$ cat src/rtl/rdu_pkg.sv
`timescale 1ns / 1ps

package rdu_pkg;

    // vector format: signed, FRAC fraction bits
    localparam int VEC_WIDTH = 16;
    localparam int FRAC      = VEC_WIDTH - 2;
    localparam int ONE_FX    = 1 << FRAC;
    localparam int HALF_FX   = 1 << (FRAC - 1);

    // internal widths
    localparam int RND_W  = 2 * VEC_WIDTH + 4;  // widest product
    localparam int SAT_W  = VEC_WIDTH + 6;      // widest sum before saturation
    localparam int K_W    = VEC_WIDTH + 5;      // k term, signed
    localparam int RAD_W  = VEC_WIDTH + 4;      // non-negative k
    localparam int ROOT_W = VEC_WIDTH + 1;      // floor sqrt of k at FRAC fraction bits

    // square root pipeline: SQ_BITS root bits per stage
    localparam int SQ_BITS   = 2;
    localparam int SQ_STAGES = (ROOT_W + SQ_BITS - 1) / SQ_BITS;

    // stream widths, padded to whole bytes
    localparam int IN_TW  = ((6 * VEC_WIDTH + 7) / 8) * 8;
    localparam int OUT_TW = ((3 * VEC_WIDTH + 7) / 8) * 8;

    // product scaled down by FRAC bits, rounded half away from zero
    function automatic logic signed [RND_W-1:0] f_round(input logic signed [RND_W-1:0] p);
        logic signed [RND_W-1:0] bias;
        bias = p[RND_W-1] ? RND_W'(HALF_FX - 1) : RND_W'(HALF_FX);
        return (p + bias) >>> FRAC;
    endfunction

    // clamp to the signed vector range
    function automatic logic signed [VEC_WIDTH-1:0] f_sat(input logic signed [SAT_W-1:0] v);
        logic [SAT_W-VEC_WIDTH:0] top;
        top = v[SAT_W-1:VEC_WIDTH-1];
        if (top == '0 || top == '1) begin
            return v[VEC_WIDTH-1:0];
        end else if (v[SAT_W-1]) begin
            return {1'b1, {(VEC_WIDTH-1){1'b0}}};
        end else begin
            return {1'b0, {(VEC_WIDTH-1){1'b1}}};
        end
    endfunction

endpackage

$ cat src/rtl/rdu_sqrt.sv
`timescale 1ns / 1ps

module rdu_sqrt (
    input  logic                           i_clk,
    input  logic [rdu_pkg::SQ_STAGES-1:0]  i_ld,
    input  logic [rdu_pkg::RAD_W-1:0]      i_radicand,
    output logic [rdu_pkg::ROOT_W-1:0]     o_root
);
    import rdu_pkg::*;

    localparam int SQ_N  = SQ_STAGES * SQ_BITS;
    localparam int REM_W = SQ_N + 1;
    localparam int XW    = 2 * SQ_N;

    // stage registers: partial remainder, partial root, unused radicand bits
    logic [REM_W-1:0] r_rem  [SQ_STAGES-1];
    logic [XW-1:0]    r_x    [SQ_STAGES-1];
    logic [SQ_N-1:0]  r_root [SQ_STAGES];

    for (genvar j = 0; j < SQ_STAGES; j++) begin : g_stage
        logic [REM_W-1:0] w_rem;
        logic [SQ_N-1:0]  w_root;
        logic [XW-1:0]    w_x;
        logic [REM_W-1:0] n_rem;
        logic [SQ_N-1:0]  n_root;
        logic [XW-1:0]    n_x;

        // stage input: fresh radicand with FRAC extra fraction bits, or previous stage
        if (j == 0) begin : g_first
            assign w_rem  = '0;
            assign w_root = '0;
            assign w_x    = XW'({i_radicand, {FRAC{1'b0}}});
        end else begin : g_next
            assign w_rem  = r_rem[j-1];
            assign w_root = r_root[j-1];
            assign w_x    = r_x[j-1];
        end

        // restoring square root, one root bit per step
        always_comb begin
            logic [REM_W-1:0] rem;
            logic [SQ_N-1:0]  root;
            logic [XW-1:0]    x;
            logic [REM_W+1:0] wrem;
            logic [REM_W+1:0] trial;
            rem  = w_rem;
            root = w_root;
            x    = w_x;
            for (int s = 0; s < SQ_BITS; s++) begin
                wrem  = {rem, x[XW-1 -: 2]};
                trial = (REM_W + 2)'({root, 2'b01});
                if (wrem >= trial) begin
                    rem  = REM_W'(wrem - trial);
                    root = {root[SQ_N-2:0], 1'b1};
                end else begin
                    rem  = REM_W'(wrem);
                    root = {root[SQ_N-2:0], 1'b0};
                end
                x = x << 2;
            end
            n_rem  = rem;
            n_root = root;
            n_x    = x;
        end

        always_ff @(posedge i_clk) begin
            if (i_ld[j]) begin
                r_root[j] <= n_root;
            end
        end

        if (j < SQ_STAGES - 1) begin : g_fwd
            always_ff @(posedge i_clk) begin
                if (i_ld[j]) begin
                    r_rem[j] <= n_rem;
                    r_x[j]   <= n_x;
                end
            end
        end
    end

    assign o_root = r_root[SQ_STAGES-1][ROOT_W-1:0];

endmodule

$ cat config.mk
export PLATFORM = sky130hd
export DESIGN_NAME = rdu_sqrt
export DESIGN_NICKNAME = d
export VERILOG_FILES = /design/src/rtl/rdu_pkg.sv /design/src/rtl/rdu_sqrt.sv
export SDC_FILE = /design/constraint.sdc
export NUM_CORES = 1
export LEC_CHECK = 0
export BUFFER_PORTS_ARGS = -buffer_cell sky130_fd_sc_hd__buf_2
export CORE_ASPECT_RATIO = 0.75
export CORE_UTILIZATION = 66
export CTS_CLUSTER_DIAMETER = 30
export CTS_CLUSTER_SIZE = 30
export DETAILED_ROUTE_END_ITERATION = 8
export PLACE_DENSITY = 0.8
export SYNTH_ARGS = -nofsm -noshare
export SYNTH_HDL_FRONTEND = slang
export SYNTH_SLANG_ARGS = --single-unit
$ cat constraint.sdc
create_clock -name i_clk -period 15.6 [get_ports i_clk]
set_clock_uncertainty 0.1 [all_clocks]
set_input_delay 1.56 -clock i_clk [delete_from_list [all_inputs] [get_ports i_clk]]
set_output_delay 1.56 -clock i_clk [all_outputs]
set_load 0.01 [all_outputs]
==> results.md, run 1 <==
- Core Util, Final: 0.761
- Clk pwr share: 0.335
- Crit. Startpoint: r_root[0][80]
- Most used flip-flop cell after synthesis: edfxtp_1
- Die area: 28900 µm²
- Vias per Instance: 6.19
- Die W: 196 µm
- WS Path Type: flip-flop to flip-flop
- EDFF count, synth: 264
- Max incr delay on CP: 0.79 ns
- Mapped Cells: 1859
- Sequential share of the synthesized area: 0.425
- Top delay family on crit path: simple AND/OR/NAND/NOR gates
- Hold-fix buffers, CTS: 0
- RSZ-0062 raised after global routing: no
- Most common cell after layout, fill and taps aside: edfxtp_1
- Pin count of the biggest net entering global routing: 37
- Final WL: 43.3 mm
- RD Place Congestion: 0.973
- DP HPWL: 32.2 mm
- Post-CTS Setup Bufs: 0
- Clk sinks: 264
- Antenna Nets Post-Route: 0
- Sequential cell area: 7930 µm²
- Tmin final: 6.84 ns
- Max-Cap Viols: 0
- Pint: 2.01 mW
- Core area: 27400 µm²
- Syn Nets: 2051
- Drt pass-1 iters: 5
- CTS Buffer Depth: 3
- Clk Tree Root Cell: clkbuf_16
- Hold path depth: 0
- Critical Path AT: 7.04 ns
- Reg clk slew, reported paths: 0.06 ns
- Leakage: 8.40 nW
- Num CTS Buffers: 47
- Startpoint types: flip-flop
- Share of cells above drive strength 1: 0.112
- Fillers: 1826
- YS warnings: 0
- Final Slew Violations: 0
- Bufs and invs on worst path: 1
- Stages on worst setup path: 21
- Ports: 47
- Starting Density: 0.681
- CP required: 15.80 ns
- CP Max Fanout: 20
- Worst R2R Start: r_root[0][80]
- Fmax: 146 MHz
- Register bit total from synthesis: 264
- Final number of hold-violating endpoints: 0
- Post-synthesis cell type count: 95
- Comb power frac: 0.328
- Post-CTS sizing: 0
- Asr flop ratio synth: 0
- I/O Buffers: 46
- Die Ht: 148 µm
- Final net count: 2111
- Worst relative slew slack: 0.306
- Reg2reg path depth: 21
- WL per Instance: 18.6 µm
- Reg-to-reg endpoint: r_rem[1][35]
- Hold WC Path Type: flip-flop to flip-flop
- Outcome: completed
- Post-Syn Area: 18700 µm²
- CTS tree: done
- Worst-margin pin slew: 1.03 ns
- GRT Resource Usage Total: 0.304
- Multi-input gate area: 10000 µm²
- Leading area contributor after synthesis: edfxtp_1
- Area grow syn2layout: 11.7%
- Vias in the first global route: 13800
- Share of the synthesized area in the top cell type: 0.425
- Global-route wire length before repair: 70.2 mm
- Final setup fails: 0
- Critical path endpoint category: flip-flop
- Pwr dens: 147 nW/µm²
- CP max-delay cell: nand4_1
- Setup TNS after final layout: 0 ns
- Ant diodes: 0
- Initial antenna violation count: 0
- Switching share of power: 0.346
- Commonest cells after routing, fill and taps aside: edfxtp_1, nor2_1, ha_1, inv_1, a21oi_1
- Via count: 14400
- Register-to-register setup slack: 8.76 ns
- Psw: 1.06 mW
- Period utilisation layout: 0.439
- FP Rows: 52
- Drc violations: 0
- CP Capture Point: r_rem[1][35]
- H-tree depth: 2
- CP cell instances: inv_1, ha_1, or4b_1, nor4_1, nor3b_1, a21boi_2, nand2_1, nor2_1, a21oi_1, ha_1, a21o_1, a21oi_1, o21bai_1, a2111oi_0, o31ai_1, a2111oi_4, nand4_1, nand4_1, nor2_1, a22oi_1, xnor2_1
- Max VDD drop: 0.117 mV
- GRT overflow: 0
- Flop pwr share: 0.337
- Iteration-0 DRC Markers: 1323
- Synth area leaders: edfxtp_1, ha_1, xnor2_1, a21oi_1, nor2_1
- Skew-Pair Late Insertion Delay: 0.56 ns
- Avg Inst Size Synth: 10.0 µm²
## cell type report
| class | count | area share |
|---|---|---|
| Multi-Input combinational cell | 1413 | 0.481 |
| Sequential cell | 264 | 0.381 |
| Clock buffer | 49 | 0.0578 |
| Inverter | 144 | 0.0261 |
| Tap cell | 378 | 0.0227 |
| Clock inverter | 38 | 0.0197 |
| Timing Repair Buffer | 49 | 0.0121 |
## worst min-delay path by stage
stage	from	end	slack, ns
floorplan	r_x[0][86]	r_x[0][122]	0.30
global placement	r_x[0][19]	r_x[0][55]	0.30
detailed placement	r_x[0][23]	r_x[0][59]	0.30
CTS	r_x[0][22]	r_x[0][58]	0.32
global route	r_x[0][56]	r_x[0][92]	0.32
finish	r_x[0][22]	r_x[0][58]	0.31
## sequential cells by signal (all words and copies together), names as in the netlist
register and cells:
r_root 81, r_rem 133, r_x 50
## synthesized netlist by cell type (all sizes together), types with 8 or more instances
library cell and number:
nor2b 29, xor2 50, a2111oi 11, nor3 50, or3 16, o21bai 14, ha 157, buf 11
mux2i 20, a211oi 14, o21ai 87, a31o 8, or4 9, and3 16, mux2 37, a21o 40
nor4 15, o211ai 10, nand2 131, o21a 28, a31oi 16, xnor2 117, a21oi 135, edfxtp 264
and2 14, o31ai 17, nand3 41, clkbuf 27, inv 143, or2 9, nor2 179, nand2b 20
nand4 28
## stage by stage
step / total power, mW / cells / instance area (µm²) / hold WS [ns] / setup WS (ns)
2_1_floorplan: 1.79 / 1859 / 18700 / 0.300 / 9.54
5_1_grt: 3.22 / 2335 / 20800 / 0.322 / 8.26
3_5_place_dp: 2.02 / 2248 / 19200 / 0.305 / 8.89
3_3_place_gp: 1.99 / 2248 / 19200 / 0.301 / 9.11
4_1_cts: 3.06 / 2335 / 20800 / 0.315 / 8.84
6_report: 3.07 / 2335 / 20800 / 0.312 / 8.76
## logic make-up after synthesis
group	Yosys count	share of synthesized area
other	1	0.000201
adders and majority gates	162	0.111
DFF	264	0.425
AOI/OAI and AO/OA	435	0.154
xor gates and xnor gates	167	0.0784
buffers and inverters	182	0.0383
muxes	57	0.0331
and+or+nand+nor	591	0.161
## power by group through the flow
stage | logic, mW | clock network (mW) | registers, mW
after floorplan | 0.784 | 0 | 1.00
after global placement | 0.951 | 0 | 1.04
after detailed placement | 0.978 | 0 | 1.04
after CTS | 0.993 | 1.03 | 1.03
after global routing | 1.12 | 1.06 | 1.05
final | 1.01 | 1.03 | 1.03
## routing by layer
| metal | track usage | vias up | part of all wire |
|---|---|---|---|
| li1 | - | 6985 | - |
| met1 | 0.449 | 6822 | 0.47 |
| met2 | 0.453 | 582 | 0.42 |
| met3 | 0.0710 | 59 | 0.090 |
| met4 | 0.0770 | 0 | 0.016 |
| met5 | 0 | - | 0 |
## worst reg2reg max path, stage by stage (launching register included)
cell and delay (ns):
edfxtp_1 0.34, inv_1 0.09, ha_1 0.32, or4b_1 0.51, nor4_1 0.30, nor3b_1 0.14
a21boi_2 0.21, nand2_1 0.42, nor2_1 0.08, a21oi_1 0.29, ha_1 0.30, a21o_1 0.16
a21oi_1 0.21, o21bai_1 0.11, a2111oi_0 0.69, o31ai_1 0.25, a2111oi_4 0.39, nand4_1 0.79
nand4_1 0.50, nor2_1 0.10, a22oi_1 0.18, xnor2_1 0.11
No activity file was read; power rests on OpenSTA's default activity.
==> run 2: changes to the inputs <==
Settings changed: ABC_AREA set to 1, CORE_UTILIZATION 66 to 65, PLACE_DENSITY 0.8 to 0.78.
Clock period 15.6 ns to 6.6 ns, I/O delays scaled along.
==> run 2 against run 1 <==
Via count increased by 34%. Sequential share of layout area shrank 4.1 points. Sequential power rose by 140%. Clock-buffer cell count rose by 1. Critical path depth increased by 3. Fmax grew 24%. Utilization shrank 2.3 points. Hold slack worse by 0.14 ns. Largest power group is now combinational logic. Highest routed layer is now met5.
==> results.md, run 2 <==
- Outcome: completed
- Pin count of the biggest net entering global routing: 37 (unchanged)
- Avg Inst Size Synth: 7.46 µm² (-26%)
- Post-placement cell area: 21800 µm² (+13%)
- Antenna Nets Post-Route: 0 (unchanged)
- Setup TNS after final layout: 0 ns (unchanged)
- Share of the synthesized area in the top cell type: 0.374 (-0.0513)
- WS Path Type: flip-flop to flip-flop
- Min-Delay Endpoint: r_x[0][28]
- Period utilisation layout: 0.834 (+0.395)
- Syn Nets: 3036 (+48%)
- Die area: 33400 µm² (+15%)
- Power, Total: 7.85 mW (+160%)
- Reg-to-reg endpoint: r_rem[1][42]
- Fmax: 182 MHz (+24%)
- Top Registers: r_rem x133, r_root x81, r_x x50
- Critical Path AT: 5.68 ns (-1.36 ns)
- Register bit total from synthesis: 264 (unchanged)
- Share of cells above drive strength 1: 0.0718 (-0.0406)
- CTS Buffer Depth: 3 (unchanged)
- FP Rows: 56 (+7.7%)
- Synth area leaders: edfxtp_1, nand2_1, ha_1, inv_1, nand3_1
- Die Ht: 158 µm (+7.4%)
- Num CTS Buffers: 47 (unchanged)
- Most common cell after layout, fill and taps aside: nand2_1
- Iteration-0 DRC Markers: 1993 (+51%)
- Startpoint types: flip-flop
- Vias per Instance: 5.73 (-7.4%)
- Max VDD drop: 0.269 mV (+130%)
- Worst R2R Start: r_root[0][94]
- Critical path endpoint category: flip-flop
- Mapped Cells: 2844 (+53%)
- Ant diodes: 0 (unchanged)
- Post-CTS Setup Bufs: 0 (unchanged)
- Skew-Pair Late Insertion Delay: 0.56 ns (about the same)
- Leakage: 11.2 nW (+33%)
- Hold path start: i_radicand[14]
- Sequential share of the synthesized area: 0.374 (-0.0513)
- Final number of hold-violating endpoints: 0 (unchanged)
- Ports: 47 (unchanged)
- Leading area contributor after synthesis: edfxtp_1
- Max FFs per register: 133 (unchanged)
- WL per Instance: 16.5 µm (-11%)
- Top-count cell post-synth: nand2_1
- Synth cell count leaders: nand2_1, inv_1, edfxtp_1, nor2_1, nand3_1
- Initial antenna violation count: 1 (+1)
- Worst relative slew slack: 0.347 (+0.0405)
- I/O Buffers: 46 (unchanged)
- Commonest cells after routing, fill and taps aside: nand2_1, inv_1, nor2_1, edfxtp_1, nand3_1
- Area grow syn2layout: 10.2%
- Die W: 211 µm (+7.4%)
- GRT met3 Usage: 0.0714 (+0.000444)
- Post-synthesis cell type count: 51 (-46%)
- Crit. Startpoint: r_root[0][94]
- Post-Syn Area: 21200 µm² (+14%)
- Asr flop ratio synth: 0 (unchanged)
- Drt pass-1 iters: 8 (+3)
- Reg clk slew, reported paths: 0.06 ns (about the same)
- Hold path depth: 1 (+1)
- DP Cell Count: 3292 (+46%)
- Vias in the first global route: 17900 (+29%)
- Tmin final: 5.50 ns (-1.34 ns)
- Final WL: 55.5 mm (+28%)
- GRT Resource Usage Total: 0.333 (+0.0286)
- CP Max Fanout: 22 (+10%)
- Clk sinks: 264 (unchanged)
- DP HPWL: 42.6 mm (+32%)
- Register-to-register setup slack: 1.10 ns (-7.66 ns)
- YS warnings: 0 (unchanged)
- Final setup fails: 0 (unchanged)
- H-tree depth: 2 (unchanged)
- RD Place Congestion: 0.995 (+2.3%)
- Via count: 19300 (+34%)
- Hold-fix buffers, CTS: 0 (unchanged)
- Global-route wire length before repair: 88.5 mm (+26%)
- Most used flip-flop cell after synthesis: edfxtp_1
- Starting Density: 0.670 (-0.0113)
- Hold WC Path Type: primary input to flip-flop
- EDFF count, synth: 264 (unchanged)
- Met2 usage: 0.512 (+0.0582)
- Post-CTS sizing: 0 (unchanged)
- WHS: 0.169 ns (-0.143 ns)
- Final Slew Violations: 0 (unchanged)
- Clk Tree Root Cell: clkbuf_16
- Drc violations: 0 (unchanged)
- M1 GR Usage: 0.460 (+0.0110)
- Busiest grt layer: met2
- Pwr dens: 336 nW/µm² (+130%)
- Worst-margin pin slew: 0.980 ns (-0.0545 ns)
- CTS tree: done
- Design Area, Final: 23400 µm² (+12%)
- Reg2reg path depth: 24 (+14%)
- Core area: 31700 µm² (+16%)
- Max-Cap Viols: 0 (unchanged)
- CP required: 6.77 ns (-9.03 ns)
- RSZ-0062 raised after global routing: no
- Most flop-heavy register: r_rem
- Finished Layout Cells: 3375 (+45%)
- Final net count: 3098 (+47%)
- GRT overflow: 0 (unchanged)
[run 2: cell types whose count changed in the layout (fill, tap and decap cells not counted), moves of 36 or more]
| cell | previous run | this run |
|---|---|---|
| mux2_2 | 36 | 0 |
| nand3_1 | 39 | 238 |
| inv_1 | 138 | 401 |
| xnor2_1 | 117 | 46 |
| nand2_1 | 130 | 847 |
| nor2_1 | 178 | 264 |
[run 2: final cells by class]
type / instances / area, µm²
Multi-Input combinational cell: 2130 / 11500
Inverter: 416 / 1560
Clock buffer: 50 / 1190
Tap cell: 435 / 544
Timing Repair Buffer: 47 / 238
Fill cell: 2431 / 8310
Sequential cell: 264 / 7930
Clock inverter: 33 / 403
[run 2: worst max path at each step]
stage	slack [ns]	depth (start not counted)	endpoint
finish	1.10	24	r_rem[1][42]
global route	0.62	24	r_rem[1][46]
CTS	1.21	24	r_rem[1][46]
detailed placement	1.27	24	r_rem[1][46]
global placement	1.46	24	r_rem[1][42]
floorplan	2.48	25	r_rem[1][45]
[run 2: report_power, final]
part | switching (mW) | total [mW] | internal [mW] | leakage [nW]
Clock | 0.871 | 2.46 | 1.59 | 0.783
Combinational | 1.96 | 2.96 | 0.998 | 7.92
Sequential | 0.214 | 2.43 | 2.21 | 2.47
[run 2: per-layer routing]
metal  vias up  wire length [µm]
li1       9502                 -
met1      8755             24700
met2       926             23500
met3       153              5350
met4         2              1950
met5         -                13
[run 2: cells by family (layout without fill, tap and decap cells)]
family | after synthesis | count (layout) | synth area share
AO/OA/AOI/OAI | 319 | 319 | 0.0831
adder cells (fa/ha/maj) | 162 | 162 | 0.0973
buffers and inverters | 450 | 546 | 0.0839
multiplexers | 1 | 1 | 0.000472
flip-flops | 264 | 264 | 0.374
AND/OR/NAND/NOR | 1519 | 1519 | 0.308
other | 1 | 1 | 0.000177
XOR/XNOR | 128 | 128 | 0.0529
[run 2: metrics by stage]
stage	util	worst slack [ns]
6_report	0.738	1.10
5_1_grt	0.738	0.621
4_1_cts	0.738	1.21
3_5_place_dp	0.688	1.27
3_3_place_gp	0.688	1.46
2_1_floorplan	-	2.48
[run 2: worst max-delay path: stages (launching register included)]
cell      delay [ns]
edfxtp_1        0.40
inv_1           0.11
ha_1            0.29
a21oi_1         0.21
o21ai_0         0.16
a21oi_2         0.29
nand3_2         0.31
inv_1           0.56
o21ai_0         0.29
fa_1            0.48
nand3b_1        0.21
nand2_1         0.08
nand2_1         0.06
a21oi_1         0.22
nand3_1         0.13
nand2_1         0.12
nand2_1         0.06
nand2_1         0.09
nand2_1         0.06
inv_1           0.09
nand2_1         0.06
nand3_1         0.40
inv_2           0.25
nand2_1         0.10
o21ai_0         0.10
==> run 3: changes to the inputs <==
Clock period 6.6 ns to 5.2 ns, I/O delays scaled along.
==> run 3 against run 2 <==
First-iteration DRC count is 1.2% higher. Clock-buffer cell count grew 5. Worst setup slack worse by 0.57 ns. Critical path depth decreased by 2. Combinational power rose by 26%. Sequential share of layout area down 0.49 points. Die area unchanged. Global-route usage grew 0.62 points. Register-to-register slack worse by 0.57 ns. Design area grew 1.5%. Highest routed layer is now met4.
==> results.md, run 3 (synthesis gave the netlist of run 2 again) <==
- I/O Buffers: 46 (unchanged)
- Pin count of the biggest net entering global routing: 37 (unchanged)
- Max-Cap Viols: 0 (unchanged)
- Ant diodes: 0 (unchanged)
- Final number of hold-violating endpoints: 0 (unchanged)
- Share of cells above drive strength 1: 0.0800 (+0.00824)
- Drt pass-1 iters: 6 (-2)
- CTS tree: done
- Design Area, Final: 23700 µm² (+1.5%)
- WL per Instance: 16.5 µm (+0.24%)
- Register-to-register setup slack: 0.53 ns (-0.57 ns)
- Core Util, Final: 0.748 (+0.0107)
- DP HPWL: 42.9 mm (+0.79%)
- Initial antenna violation count: 0 (-1)
- Global-route wire length before repair: 90.7 mm (+2.5%)
- Worst R2R Start: r_root[0][108]
- WHS: 0.0177 ns (-0.151 ns)
- Setup TNS after final layout: 0 ns (unchanged)
- Leakage: 11.3 nW (+1.3%)
- Final WL: 56.0 mm (+0.89%)
- WS Path Type: flip-flop to flip-flop
- DP Cell Count: 3300 (+0.24%)
- Final WS setup: 0.526 ns (-0.569 ns)
- CP max-delay cell: edfxtp_1
- Vias in the first global route: 18300 (+2.4%)
- Outcome: completed
- Clk Tree Root Cell: clkbuf_16
- FP Rows: 56 (unchanged)
- Die area: 33400 µm² (unchanged)
- Reg-to-reg endpoint: r_rem[1][62]
- GRT overflow: 0 (unchanged)
- Via count: 19500 (+0.72%)
- Num CTS Buffers: 53 (+13%)
- Pwr dens: 436 nW/µm² (+30%)
- Most flop-heavy register: r_rem
- GRT Resource Usage Total: 0.339 (+0.00620)
- Most common cell after layout, fill and taps aside: nand2_1
- Hold path depth: 1 (unchanged)
- Min-Delay Endpoint: r_x[0][21]
- Period utilisation layout: 0.899 (+0.0648)
- Comb power frac: 0.361 (-0.016)
- Finished Layout Cells: 3397 (+0.65%)
- Skew-Pair Late Insertion Delay: 0.57 ns (about the same)
- RSZ-0062 raised after global routing: no
- Most frequent CP cell: nand2_1
- H-tree depth: 2 (unchanged)
- Hold WC Path Type: primary input to flip-flop
- Final net count: 3112 (+0.45%)
- Post-CTS Setup Bufs: 0 (unchanged)
- Clk sinks: 264 (unchanged)
- Reg clk slew, reported paths: 0.05 ns (about the same)
- CP cell instances: inv_1, ha_1, inv_1, fa_1, inv_1, nand3_1, nand2_1, a21boi_1, o21ai_0, xnor2_1, o21ai_0, ha_1, nand2_1, nor2_1, nand3_1, nand4_1, a21oi_1, nand2_1, inv_2, nand2_2, nand2_1, o21ai_1
- Die Ht: 158 µm (unchanged)
- Startpoint types: flip-flop
- Commonest cells after routing, fill and taps aside: nand2_1, inv_1, nor2_1, edfxtp_1, nand3_1
- Max FFs per register: 133 (unchanged)
- Final Slew Violations: 0 (unchanged)
- Critical Path AT: 4.87 ns (-0.81 ns)
- Top Registers: r_rem x133, r_root x81, r_x x50
- Hold path start: i_radicand[7]
- Pint: 6.31 mW (+31%)
- Iteration-0 DRC Markers: 2017 (+1.2%)
- Psw: 4.03 mW (+32%)
- Core area: 31700 µm² (unchanged)
- Hold-fix buffers, CTS: 0 (unchanged)
- Critical path endpoint category: flip-flop
- Drc violations: 0 (unchanged)
- Tmin final: 4.67 ns (-0.831 ns)
- Post-CTS sizing: 0 (unchanged)
- Worst relative slew slack: 0.379 (+0.0319)
- Final setup fails: 0 (unchanged)
- Starting Density: 0.670 (unchanged)
- Clk pwr share: 0.340 (+0.026)
- Flop pwr share: 0.299 (-0.010)
- Die W: 211 µm (unchanged)
- Power, Total: 10.3 mW (+32%)
- Reg2reg path depth: 22 (-8.3%)
- Area grow syn2layout: 11.8%
- Pre-CTS WS: 0.424 ns (-0.851 ns)
- Ports: 47 (unchanged)
- Max incr delay on CP: 0.40 ns (-0.16 ns)
- Worst-margin pin slew: 0.932 ns (-0.0479 ns)
- Antenna Nets Post-Route: 0 (unchanged)
- Vias per Instance: 5.73 (about the same)
- CTS Buffer Depth: 3 (unchanged)
- CP Max Fanout: 21 (-4.5%)
- Max VDD drop: 0.373 mV (+38%)
- Post-placement cell area: 21800 µm² (+0.28%)
- Switching share of power: 0.390 (+0.00202)
- CP required: 5.40 ns (-1.37 ns)
- Fmax: 214 MHz (+18%)
- RD Place Congestion: 1.01 (+1.3%)
run 3: cell types whose count changed in the layout (fill, tap and decap cells not counted), moves of 3 or more:
cell / change
buf_4: +8
clkbuf_16: +6
clkinv_2: -4
clkinv_4: +3
clkinv_8: +6
clkinvlp_4: +3
inv_6: +3
run 3: final cells by class:
| class | instances | area, µm² |
|---|---|---|
| Clock buffer | 55 | 1330 |
| Clock inverter | 42 | 526 |
| Fill cell | 2371 | 7970 |
| Inverter | 416 | 1570 |
| Multi-Input combinational cell | 2130 | 11500 |
| Sequential cell | 264 | 7930 |
| Tap cell | 435 | 544 |
| Timing Repair Buffer | 55 | 298 |
run 3: worst max-delay path by stage:
| stage | startpoint | endpoint | slack, ns | cells after the start |
|---|---|---|---|---|
| floorplan | r_rem[1][23] | r_rem[1][45] | 1.08 | 25 |
| global placement | r_rem[1][41] | r_rem[1][60] | 0.55 | 18 |
| detailed placement | r_root[0][112] | r_rem[1][62] | 0.42 | 25 |
| CTS | r_root[0][108] | r_rem[1][62] | 0.29 | 20 |
| global route | r_rem[1][47] | r_rem[1][62] | 0.11 | 19 |
| finish | r_root[0][108] | r_rem[1][62] | 0.53 | 22 |
run 3: layer usage:
layer  track usage  share of wire  vias to the layer above  routed length [µm]
li1              -              -                     9535                   -
met5             0              0                        -                   0
met3        0.0507          0.089                      133                4960
met4         0.113          0.028                        0                1560
met2         0.535           0.43                      954               24400
met1         0.480           0.45                     8855               25200
run 3: critical path, delay by kind of cell, from the launching register on:
kind	cells	cell delay (ns)
compound gates	5	1.21
simple gates	9	1.19
fa+ha+maj	3	0.94
buf+inv	4	0.47
flops	1	0.40
xor+xnor	1	0.11
run 3: power by group through the flow:
stage          Clock (mW)  Sequential [mW]  Combinational, mW
6_report             3.52             3.09               3.73
3_3_place_gp            0             3.11               3.50
3_5_place_dp            0             3.11               3.60
5_1_grt              3.64             3.12               4.21
2_1_floorplan           0             2.99               2.83
4_1_cts              3.55             3.08               3.65
